==> src/sv/dbl_pkg.sv <==
// shared types, constants and helpers for the de bruijn node edge labeler
// no dependencies; imported by every module of the block
package dbl_pkg;

	localparam logic [2:0] SENTINEL   = 3'd4;
	localparam int         MAX_LABELS = 24;
	localparam int         LBL_W      = 5;
	localparam logic [3:0] W_DOLLAR   = 4'd0;
	localparam logic [3:0] W_FIRST    = 4'd1;
	localparam logic [3:0] W_REPEAT   = 4'd5;

	typedef logic [2:0] char_t;
	typedef logic [5:0] key_t;

	// solid masks of the current group, handed from the loader to the scanner
	typedef struct packed {
		logic [3:0] solid_out;
		logic [3:0] solid_pred;
	} grp_masks_t;

	typedef enum logic [1:0] {
		ST_LOAD,
		ST_READ,
		ST_EVAL,
		ST_FLUSH
	} dbl_state_t;

	// codes above the sentinel saturate to it
	function automatic char_t clamp_char(input char_t c);
		clamp_char = (c > SENTINEL) ? SENTINEL : c;
	endfunction

endpackage

==> src/sv/dbl_if.sv <==
// valid/ready channel interfaces for edge records and emitted labels
// depends on nothing
interface dbl_in_if;
	logic       valid;
	logic       ready;
	logic [2:0] edge_char;
	logic [2:0] pred_char;
	logic       group_end;

	modport source (output valid, output edge_char, output pred_char, output group_end,
		input ready);
	modport sink (input valid, input edge_char, input pred_char, input group_end,
		output ready);
endinterface

interface dbl_out_if;
	logic       valid;
	logic       ready;
	logic [3:0] w_symbol;
	logic       is_last;
	logic       dollar_flag;
	logic       group_done;

	modport source (output valid, output w_symbol, output is_last, output dollar_flag,
		output group_done, input ready);
	modport sink (input valid, input w_symbol, input is_last, input dollar_flag,
		input group_done, output ready);
endinterface

==> src/sv/dbl_run_mem.sv <==
// run store: one write port, one read port with registered read data
// depends on dbl_pkg
module dbl_run_mem #(
	parameter int DEPTH = 25,
	parameter int AW    = 5
) (
	input  logic           clk,
	input  logic           wr_en,
	input  logic [AW-1:0]  wr_addr,
	input  dbl_pkg::key_t  wr_data,
	input  logic           rd_en,
	input  logic [AW-1:0]  rd_addr,
	output dbl_pkg::key_t  rd_data
);
	import dbl_pkg::*;

	key_t mem [DEPTH];

	// write port
	always_ff @(posedge clk) begin
		if (wr_en) begin
			mem[wr_addr] <= wr_data;
		end
	end

	// read port, data holds until the next read
	always_ff @(posedge clk) begin
		if (rd_en) begin
			rd_data <= mem[rd_addr];
		end
	end

endmodule

==> src/sv/dbl_scan.sv <==
// group-end scanner: walks the run store, filters runs and emits labels
// depends on dbl_pkg and dbl_out_if
module dbl_scan #(
	parameter int IDX_W    = 5,
	parameter int CNT_W    = 5
) (
	input  logic                      clk,
	input  logic                      arst_n,
	input  logic                      start,
	input  logic [CNT_W-1:0]          run_count,
	input  dbl_pkg::grp_masks_t       masks,
	input  logic [3:0][IDX_W-1:0]     last_run,
	output logic                      busy,
	output logic                      done,
	output logic                      rd_en,
	output logic [IDX_W-1:0]          rd_addr,
	input  dbl_pkg::key_t             rd_data,
	dbl_out_if.source                 lbl
);
	import dbl_pkg::*;

	dbl_state_t       state_q, state_nxt;
	logic [CNT_W-1:0] k_q;
	logic [LBL_W-1:0] labels_q;
	logic [3:0]       emit_mask_q;
	logic             pend_valid_q;
	logic [3:0]       pend_w_q;
	logic             pend_last_q;
	logic             pend_dollar_q;
	logic             out_valid_q;
	logic [3:0]       out_w_q;
	logic             out_last_q;
	logic             out_dollar_q;
	logic             out_done_q;

	char_t      ra, rb;
	logic       drop;
	logic       slot_free;
	logic       take;
	logic       push;
	logic       push_done;
	logic       stay;
	logic       last_label;
	logic [3:0] w_new;
	logic       last_new;

	// decode of the run just read
	always_comb begin
		ra = rd_data[5:3];
		rb = rd_data[2:0];
		drop = ((ra == SENTINEL) && (rb != SENTINEL) && masks.solid_pred[rb[1:0]]) ||
			((rb == SENTINEL) && (ra != SENTINEL) && masks.solid_out[ra[1:0]]);
		if (rb == SENTINEL) begin
			w_new = W_DOLLAR;
		end else if (emit_mask_q[rb[1:0]]) begin
			w_new = {2'b00, rb[1:0]} + W_REPEAT;
		end else begin
			w_new = {2'b00, rb[1:0]} + W_FIRST;
		end
		last_new = (ra != SENTINEL) && (last_run[ra[1:0]] == k_q[IDX_W-1:0]);
		slot_free = !out_valid_q || lbl.ready;
		last_label = (labels_q == LBL_W'(MAX_LABELS - 1));
	end

	// control outputs of the scanner
	always_comb begin
		rd_en = 1'b0;
		rd_addr = k_q[IDX_W-1:0];
		take = 1'b0;
		push = 1'b0;
		push_done = 1'b0;
		done = 1'b0;
		stay = 1'b0;
		busy = (state_q != ST_LOAD);
		case (state_q)
			ST_LOAD: begin
			end
			ST_READ: begin
				rd_en = (k_q < run_count);
			end
			ST_EVAL: begin
				if (!drop) begin
					if (pend_valid_q && !slot_free) begin
						stay = 1'b1;
					end else begin
						take = 1'b1;
						push = pend_valid_q;
					end
				end
			end
			ST_FLUSH: begin
				if (!pend_valid_q) begin
					done = 1'b1;
				end else if (slot_free) begin
					done = 1'b1;
					push = 1'b1;
					push_done = 1'b1;
				end
			end
			default: begin
			end
		endcase
	end

	// next state
	always_comb begin
		state_nxt = state_q;
		case (state_q)
			ST_LOAD: begin
				if (start) state_nxt = ST_READ;
			end
			ST_READ: begin
				state_nxt = (k_q < run_count) ? ST_EVAL : ST_FLUSH;
			end
			ST_EVAL: begin
				if (drop) begin
					state_nxt = ST_READ;
				end else if (!stay) begin
					state_nxt = last_label ? ST_FLUSH : ST_READ;
				end
			end
			ST_FLUSH: begin
				if (done) state_nxt = ST_LOAD;
			end
			default: state_nxt = ST_LOAD;
		endcase
	end

	// scan control registers
	always_ff @(posedge clk or negedge arst_n) begin
		if (!arst_n) begin
			state_q <= ST_LOAD;
			k_q <= '0;
			labels_q <= '0;
			emit_mask_q <= '0;
			pend_valid_q <= 1'b0;
			out_valid_q <= 1'b0;
		end else begin
			state_q <= state_nxt;
			if (state_q == ST_EVAL && !stay) begin
				k_q <= k_q + 1'b1;
			end
			if (take) begin
				labels_q <= labels_q + 1'b1;
				pend_valid_q <= 1'b1;
				if (rb != SENTINEL) emit_mask_q[rb[1:0]] <= 1'b1;
			end
			if (done) begin
				k_q <= '0;
				labels_q <= '0;
				emit_mask_q <= '0;
				pend_valid_q <= 1'b0;
			end
			if (push) begin
				out_valid_q <= 1'b1;
			end else if (lbl.ready) begin
				out_valid_q <= 1'b0;
			end
		end
	end

	// pending label and output register payload
	always_ff @(posedge clk) begin
		if (take) begin
			pend_w_q <= w_new;
			pend_last_q <= last_new;
			pend_dollar_q <= (ra == SENTINEL);
		end
		if (push) begin
			out_w_q <= pend_w_q;
			out_last_q <= pend_last_q;
			out_dollar_q <= pend_dollar_q;
			out_done_q <= push_done;
		end
	end

	assign lbl.valid = out_valid_q;
	assign lbl.w_symbol = out_w_q;
	assign lbl.is_last = out_last_q;
	assign lbl.dollar_flag = out_dollar_q;
	assign lbl.group_done = out_done_q;

endmodule

==> src/sv/debruijn_node_edge_labeler.sv <==
// top level of the de bruijn node edge labeler: record loader, run store, scanner
// depends on dbl_pkg, dbl_if, dbl_run_mem and dbl_scan
//
// usage:
//   rec carries sorted edge records (edge_char, pred_char, group_end) of one
//   node group; lbl carries one label per surviving run, at most MAX_LABELS (w_symbol,
//   is_last, dollar_flag, group_done), all with valid/ready.
//   records load at one per cycle while rec.ready is high; equal consecutive (a,b)
//   pairs merge into one run kept in the run store memory.
//   the transaction that carries group_end starts a scan of the run store:
//   each stored run is read through the single read port (ST_READ), then
//   evaluated once its registered read data is back (ST_EVAL); ST_FLUSH
//   finishes the group. rec.ready is low from the start of the scan until
//   it is done.
//   the last label of a group carries group_done.
//   labels go through an output register, so a stalled receiver holds the
//   scan but not the loading of the next group.
//   reset clears counters, masks and handshake state; the run store needs
//   no clearing since only entries written in the current group are read.
module debruijn_node_edge_labeler #(
	parameter int MAX_RUNS = 25
) (
	input  logic     clk,
	input  logic     arst_n,
	dbl_in_if.sink   rec,
	dbl_out_if.source lbl
);
	import dbl_pkg::*;

	localparam int IDX_W = $clog2(MAX_RUNS);
	localparam int CNT_W = $clog2(MAX_RUNS + 1);

	logic [CNT_W-1:0]      run_count_q;
	key_t                  prev_key_q;
	grp_masks_t            masks_q;
	logic [3:0][IDX_W-1:0] last_run_q;

	char_t            a, b;
	key_t             key;
	logic             accept;
	logic             match;
	logic             open_run;
	logic             stored;
	logic             solid;
	logic [3:0]       solid_out_new;
	logic [IDX_W-1:0] idx;
	logic             busy;
	logic             done;
	logic             rd_en;
	logic [IDX_W-1:0] rd_addr;
	key_t             rd_data;

	// record decode and run collapse
	always_comb begin
		a = clamp_char(rec.edge_char);
		b = clamp_char(rec.pred_char);
		key = {a, b};
		accept = rec.valid && rec.ready;
		match = (run_count_q != '0) && (key == prev_key_q);
		open_run = !match && (run_count_q < CNT_W'(MAX_RUNS));
		stored = match || open_run;
		idx = match ? IDX_W'(run_count_q - 1'b1) : IDX_W'(run_count_q);
		solid = (a != SENTINEL) && (b != SENTINEL);
		solid_out_new = masks_q.solid_out;
		if (solid) solid_out_new[a[1:0]] = 1'b1;
	end

	assign rec.ready = !busy;

	// group state: run count and solid masks
	always_ff @(posedge clk or negedge arst_n) begin
		if (!arst_n) begin
			run_count_q <= '0;
			masks_q <= '0;
		end else if (done) begin
			run_count_q <= '0;
			masks_q <= '0;
		end else if (accept && stored) begin
			if (open_run) run_count_q <= run_count_q + 1'b1;
			if (solid) begin
				masks_q.solid_out[a[1:0]] <= 1'b1;
				masks_q.solid_pred[b[1:0]] <= 1'b1;
			end
		end
	end

	// last key and last qualifying run per edge char
	always_ff @(posedge clk) begin
		if (accept && open_run) prev_key_q <= key;
		if (accept && stored && (a != SENTINEL) &&
			((b != SENTINEL) || !solid_out_new[a[1:0]])) begin
			last_run_q[a[1:0]] <= idx;
		end
	end

	dbl_run_mem #(
		.DEPTH (MAX_RUNS),
		.AW    (IDX_W)
	) u_mem (
		.clk     (clk),
		.wr_en   (accept && open_run),
		.wr_addr (idx),
		.wr_data (key),
		.rd_en   (rd_en),
		.rd_addr (rd_addr),
		.rd_data (rd_data)
	);

	dbl_scan #(
		.IDX_W    (IDX_W),
		.CNT_W    (CNT_W)
	) u_scan (
		.clk       (clk),
		.arst_n    (arst_n),
		.start     (accept && rec.group_end),
		.run_count (run_count_q),
		.masks     (masks_q),
		.last_run  (last_run_q),
		.busy      (busy),
		.done      (done),
		.rd_en     (rd_en),
		.rd_addr   (rd_addr),
		.rd_data   (rd_data),
		.lbl       (lbl)
	);

endmodule
==> src/flat_wrapper.sv <==
// flat-port wrapper written by rule: the top's interface ports become plain ports
module debruijn_node_edge_labeler_flat import dbl_pkg::*;
#(
	parameter int MAX_RUNS = 25
)
  (clk, arst_n, rec_valid, rec_edge_char, rec_pred_char, rec_group_end, rec_ready, lbl_valid, lbl_w_symbol, lbl_is_last, lbl_dollar_flag, lbl_group_done, lbl_ready);
  dbl_in_if rec_i ();
  dbl_out_if lbl_i ();
  input  logic clk;
  input  logic arst_n;
  input wire logic [$bits(rec_i.valid)-1:0] rec_valid;
  input wire logic [$bits(rec_i.edge_char)-1:0] rec_edge_char;
  input wire logic [$bits(rec_i.pred_char)-1:0] rec_pred_char;
  input wire logic [$bits(rec_i.group_end)-1:0] rec_group_end;
  output wire logic [$bits(rec_i.ready)-1:0] rec_ready;
  output wire logic [$bits(lbl_i.valid)-1:0] lbl_valid;
  output wire logic [$bits(lbl_i.w_symbol)-1:0] lbl_w_symbol;
  output wire logic [$bits(lbl_i.is_last)-1:0] lbl_is_last;
  output wire logic [$bits(lbl_i.dollar_flag)-1:0] lbl_dollar_flag;
  output wire logic [$bits(lbl_i.group_done)-1:0] lbl_group_done;
  input wire logic [$bits(lbl_i.ready)-1:0] lbl_ready;
  assign rec_i.valid = rec_valid;
  assign rec_i.edge_char = rec_edge_char;
  assign rec_i.pred_char = rec_pred_char;
  assign rec_i.group_end = rec_group_end;
  assign rec_ready = rec_i.ready;
  assign lbl_valid = lbl_i.valid;
  assign lbl_w_symbol = lbl_i.w_symbol;
  assign lbl_is_last = lbl_i.is_last;
  assign lbl_dollar_flag = lbl_i.dollar_flag;
  assign lbl_group_done = lbl_i.group_done;
  assign lbl_i.ready = lbl_ready;
  debruijn_node_edge_labeler #(.MAX_RUNS(MAX_RUNS)) u_core (.clk(clk), .arst_n(arst_n), .rec(rec_i), .lbl(lbl_i));
endmodule
==> config.mk <==
export PLATFORM = sky130hd
export DESIGN_NAME = debruijn_node_edge_labeler_flat
export DESIGN_NICKNAME = d
export VERILOG_FILES = /design/src/sv/dbl_pkg.sv /design/src/sv/dbl_if.sv /design/src/sv/dbl_run_mem.sv /design/src/sv/dbl_scan.sv /design/src/sv/debruijn_node_edge_labeler.sv /design/src/flat_wrapper.sv
export SDC_FILE = /design/constraint.sdc
export NUM_CORES = 1
export LEC_CHECK = 0
export ABC_AREA = 1
export BUFFER_PORTS_ARGS = -buffer_cell sky130_fd_sc_hd__buf_2
export CAP_MARGIN = 30
export CORE_MARGIN = 1
export CORE_UTILIZATION = 60
export DETAILED_ROUTE_END_ITERATION = 8
export PLACE_DENSITY = 0.86
export RECOVER_POWER = 100
export SLEW_MARGIN = 20
export SYNTH_ARGS = -nofsm -noshare
export SYNTH_HDL_FRONTEND = slang
export SYNTH_SLANG_ARGS = --single-unit
export TNS_END_PERCENT = 5
==> constraint.sdc <==
create_clock -name clk -period 4.2 [get_ports clk]
set_clock_uncertainty 0.05 [all_clocks]
set_input_delay 0.21 -clock clk [delete_from_list [all_inputs] [get_ports clk]]
set_output_delay 0.21 -clock clk [all_outputs]
set_load 0.005 [all_outputs]
======== Yosys cells after proc, flatten, opt, wreduce, memory -nomap -nowiden ========
Memory sizes are Yosys's and may differ from the RTL's. A register that Yosys moved wholly into a read port is not among the register bits.
Index checks and enable logic that the tools add are counted.
word-level totals
  register bits after elaboration ......... 70
  latch bits .............................. 0
  RAM bits ................................ 150
  memory bits (read-only) ................. 0
  bits of input ports ..................... 11
  output and inout port bits .............. 9
  logic and storage cells ................. 164
  memories kept ........................... 1
memory list
  memory            depth  bits a word  read ports  clocked after Yosys merged registers in  wr ports  RTL line           RTL
  u_core.u_mem.mem  25     6            1           1                                        1         dbl_run_mem.sv:17  key_t mem [DEPTH];
operators by class
  $add $sub $neg .......................... 6
  $mul .................................... 0
  divide/modulo/power cells ............... 0
  magnitude comparators ................... 11
  eq/ne operators ......................... 15
  shifts and indexed selects .............. 0
  mux-type cells .......................... 64
  bitwise operators ....................... 3
  reductions and logical operators ........ 43
operator list
  kind                 number
  $mux 5               10
  $mux 1               27
  $mux 8               3
  $bwmux 20            1
  $mux 4               5
  $logic_and 1x1->1    19
  $reduce_bool 2->1    8
  $add 5x1->5 const B  3
  $ne 3x3->1 const B   5
  $lt 2x3->1 const B   4
  $or 4x4->4           3
  $bmux 5 s2           1
  $demux 5 s2          1
  $mux 2               5
  $bmux 1 s2           4
  $pmux 2 s4           1
  $demux 1 s2          3
  $eq 3x3->1 const B   2
  $eq 6x6->1           1
  $ge 2x1->1 const B   3
  $gt 3x3->1 const B   2
  $logic_not 1->1      6
  $mux 3               2
  $reduce_and 2->1     3
  16 further kinds     20

======== Depth between registers and ports, before layout ========
  word-level depth ........................ 13
  depth in mapped cells ................... 13
  mapped depth without buffers ............ 12

======== Hierarchy ========
A second synthesis with hierarchy kept.
unflattened totals
  cell total of the unflattened synthesis .. 1063
  area, all modules ....................... 10570.1 µm²
modules (own cells, without submodules)
  module                      times used  cells an instance  area an instance (µm²)  sequential area each (µm²)
  dbl_run_mem                 1           620                6647.6                  4684.5
  debruijn_node_edge_labeler  1           192                1966.9                  1106.1
  dbl_scan                    1           251                1955.6                  840.8

======== Worst setup path before layout ========
OpenSTA, ideal clock, no wires.
  kind .................................... register to register
  from .................................... reg u_core.run_count_q[0]
  to ...................................... mem u_core.u_mem.mem[13][0] (netlist name), enable pin
  arrival ................................. 1.925 ns
  data required time ...................... 3.800 ns
  path slack .............................. 1.875 ns
  cell stages (with the launch flop) ...... 11
  path buffers ............................ 0
  cells stage by stage .................... dfrtp_1 inv_2 ha_1 nand2_1 nor2_1 nand2_2 nand3_4 nand2_2 nor2_8 nand2_2 nor2_1
between the ends
  cells in the longest elaborated chain, start to end .. 7
ends and longest elaborated chain
  what                                                                RTL line                          RTL
  start: declaration                                                  debruijn_node_edge_labeler.sv:33  logic [CNT_W-1:0] run_count_q;
  start signal: assignment                                            debruijn_node_edge_labeler.sv:79  if (open_run) run_count_q <= run_count_q + 1'b1;
  parallel branches: the longest is 7 deep, another holds $lt 5x5->1  -
  end: declaration                                                    dbl_run_mem.sv:17
Several ways; the timed one is not identified.

======== Worst setup path after layout ========
  from .................................... in rec_edge_char[2]
  to ...................................... mem u_core.u_mem.mem[12][2] (netlist name), enable pin
RTL lines
  what                RTL line                          RTL
  start: declaration  flat_wrapper.sv:12                input wire logic [$bits(rec_i.edge_char)-1:0] rec_edge_char;
  $gt 3x3->1          dbl_pkg.sv:30                     clamp_char = (c > SENTINEL) ? SENTINEL : c;
  $mux 3              dbl_pkg.sv:30
  net u_core.a[1]     debruijn_node_edge_labeler.sv:38  char_t a, b;
  $eq 6x6->1          debruijn_node_edge_labeler.sv:59  match = (run_count_q != '0) && (key == prev_key_q);
  $logic_and 1x1->1   debruijn_node_edge_labeler.sv:59
  $mux 5              debruijn_node_edge_labeler.sv:62  idx = match ? IDX_W'(run_count_q - 1'b1) : IDX_W'(run_count_q);
  net u_core.idx[3]   debruijn_node_edge_labeler.sv:46  logic [IDX_W-1:0] idx;
The timed path passes the listed nets, and every way through them passes these cells.

==> results.cfg <==
[outcome]
status = finished with violations
violations = capacitance limit, slew limit

[clocking]
cts_buffers = 23
cts-resized-gates = 0
clkTransAtPathRegs_ns = 0.06
cts-root-buf = clkbuf_16
hold_buffers = 1
clock_latency_ns = 0.52
post_cts_buffers = 0
cts_htree_levels = 1
clock-sinks = 226
cts_max_path_buffers = 3
cts_tree = yes

[yosys]
syn_avg_cell_area_um2 = 10.7
ys_top_cells_by_area = edfxtp_1 (58%), dfrtp_1 (7.7%), nor2_1 (6.1%)
synthFlopType = edfxtp_1
async_flop_share_pct = 13.7
synth.distinct_cells = 37
synth_cells = 946
syn_nets = 969
synth_enable_flop_cells = 195
synth_top_area_share_pct = 58.1
synth-seq-cells = 226
syn_area_um2 = 10100
yosys.area.top_type = edfxtp_1
synth_common_cells = edfxtp_1 (195), nor2_1 (164), nand2_1 (160)
yosys_warnings = 0
yosysMostFrequentCell = edfxtp_1
ys_seq_area_share_pct = 65.7

[route]
ant_nets = 0
vias = 7190
detail_route.wl_per_cell_um = 19.1
routed_wl_um = 23000
drc = 0
first_pass_iters = 5
via_per_inst = 5.99
drt_iter0_markers = 718

[critical_path]
cp_num_buf_inv = 3
slowest_delay_ns = 1.12
cp.depth = 11
startpoint_type = primary input
criticalPathCategory = in -> reg
cp_slowest_cell = clkbuf_1
rr_startpoint = u_core.u_scan.rd_addr[0]$_DFFE_PN0P_
crit_top_cell = nand2_1
cp-startpoint = rec_edge_char[2]
cpLargestDelayFamily = simple AND/OR/NAND/NOR gates
crit_fanout = 31
arrival_ns = 3.54
end_kind = flip-flop
reg2reg_depth = 7
required_ns = 4.30
worstPathCellList = clkbuf_1 > inv_1 > nand2_1 > inv_2 > nand2_1 > nand2_4 > nor2_8 > nand4_1 > nand2_1 > nand3_1 > nor2_1

[global_routing]
antenna_found_initial = 0
grt_pass1_wl_um = 36400
grt_pass1_vias = 6974
overflow = 0
grt_max_degree = 70
grt_usage_pct = 27.2

[flow_run]
cap_violations = 3

[sta]
worst_pin_slew_ns = 1.78
report.final.slew_viol_count = 97
fin_crit_sh_pct = 81.9
rsz0062_at_grt = false
min_period_ns = 3.44
relSlewSlack_pct = -18.5
setup_tns_ns = 0
worst_slack_ns = 0.761
hold_viol_final = 0
timing.fmax_mhz = 291
setup_viol = 0

[die]
initial_utilization_pct = 61.0
die_area_um2 = 17300
std_cell_rows = 47
die_h_um = 132
coreArea_um2 = 16500
die_x_um = 132
io_pins = 20

[min_path]
min_path_cells = 4
hold_class = in -> reg
min_from = rec_pred_char[1]

[power]
pwr-share-seq_pct = 42.2
p_leak_nw = 4.30
clock_power_share_pct = 27.8
p_int_w = 0.00452
powerDensity_nw_per_um2 = 641
switching_share_pct = 36.3
ir_drop_v = 0.000402
p_sw_w = 0.00257
combPwrFrac_pct = 30.0

[place]
preCtsSetupSlack_ns = 1.17
dp_hpwl_um = 14700
place_congestion = 0.898
io_buffers = 19

[finish]
final_net_count = 986
antennaDiodeCount = 0
drive_gt1_share_pct = 7.65
area_delta_synth_final_pct = 9.58
[placed cells by master, fill, tap and decap left out, types with 3 or more instances in the layout]
master and n:
xor2_1 12, nand2_2 6, a21oi_1 7, o22ai_1 17, buf_2 12, clkbuf_1 11
buf_4 5, inv_1 64, edfxtp_1 195, o211ai_1 13, ha_1 12, nand3_1 71
clkbuf_8 3, clkinv_2 3, nand2_4 3, clkbuf_16 23, nor2_1 164, o21ai_0 99
nand4_1 18, nand2_1 167, inv_2 3, clkinv_1 8, dfrtp_1 31, and2_0 4
a22oi_1 5
[power groups by stage]
stage / sequential [W] / clock [W] / combinational [W]
CTS: 0.00298 / 0.00198 / 0.00210
global route: 0.00302 / 0.00206 / 0.00236
global placement: 0.00301 / 0 / 0.00200
detailed placement: 0.00303 / 0 / 0.00207
finish: 0.00299 / 0.00197 / 0.00213
floorplan: 0.00293 / 0 / 0.00157
[sequential cells by signal, summed over array words and instances (netlist names)]
| name | cells |
|---|---|
| u_core.u_scan.lbl.group_done | 1 |
| u_core.u_scan.emit_mask_q | 4 |
| u_core.run_count_q | 5 |
| u_core.u_scan.labels_q | 5 |
| u_core.u_mem.rd_data | 6 |
| u_core.prev_key_q | 6 |
| u_core.u_scan.pend_w_q | 4 |
| u_core.masks_q | 8 |
| u_core.u_scan.lbl.dollar_flag | 1 |
| u_core.u_scan.lbl.w_symbol | 4 |
| u_core.u_scan.state_q | 2 |
| u_core.u_scan.lbl.valid | 1 |
| u_core.u_scan.pend_valid_q | 1 |
| u_core.u_scan.lbl.is_last | 1 |
| u_core.u_scan.pend_dollar_q | 1 |
| u_core.u_mem.mem | 150 |
| u_core.u_scan.pend_last_q | 1 |
| u_core.last_run_q | 20 |
| u_core.u_scan.rd_addr | 5 |
[routing by layer]
metal / global-route usage (%) / routed length [um] / vias to the layer above
met4: 13.4 / 981 / 0
met5: 0 / 0 / -
met1: 36.4 / 9160 / 3428
met2: 44.0 / 11100 / 377
li1: - / - / 3304
met3: 4.01 / 1780 / 81
[cell type report]
type,instances,area (um2)
clock buffer,30,632
sequential,226,6630
tap,220,275
clock inverter,12,101
timing repair buffer,28,148
multi-input combinational,614,3000
fill,1162,5470
inverter,70,264
[metrics by stage]
step	std cells	total power [W]	hold WS (ns)	utilization (%)	area [um2]
after floorplan	946	0.00450	-0.136	-	10100
after global placement	1155	0.00501	0.250	62.6	10300
after detailed placement	1156	0.00510	0.257	62.7	10400
after CTS	1199	0.00707	0.00870	67.2	11100
final	1200	0.00709	0.0191	66.9	11100
after global routing	1200	0.00744	0.0223	66.9	11100
[worst paths after layout]
check	to	slack (ns)
worst max-delay path	u_core.u_mem.mem[12][2]$_DFFE_PP_	0.76
worst min-delay path	u_core.masks_q[1]$_DFFE_PN0P_	0.02
worst max register to register	u_core.u_mem.rd_data[5]$_DFFE_PP_	0.86
worst min register to register	u_core.u_scan.lbl.dollar_flag$_DFFE_PP_	0.37
max in group asynchronous	u_core.u_scan.rd_addr[4]$_DFFE_PN0P_	2.39
min in group asynchronous	u_core.run_count_q[2]$_DFFE_PN0P_	0.67
[worst min-delay path, stage by stage]
cell	delay (ns)
buf_2	0.11
nor2_1	0.05
nand3_1	0.10
a21oi_1	0.07
[cell families after synthesis]
logic type,after synthesis,share of synthesized area (%)
simple gates,446,19.6
flops,226,65.7
compound gates,144,7.89
buf+inv,106,4.23
xor+xnor,12,1.04
fa+ha+maj,12,1.49
Power figures use the tool's default switching activity.
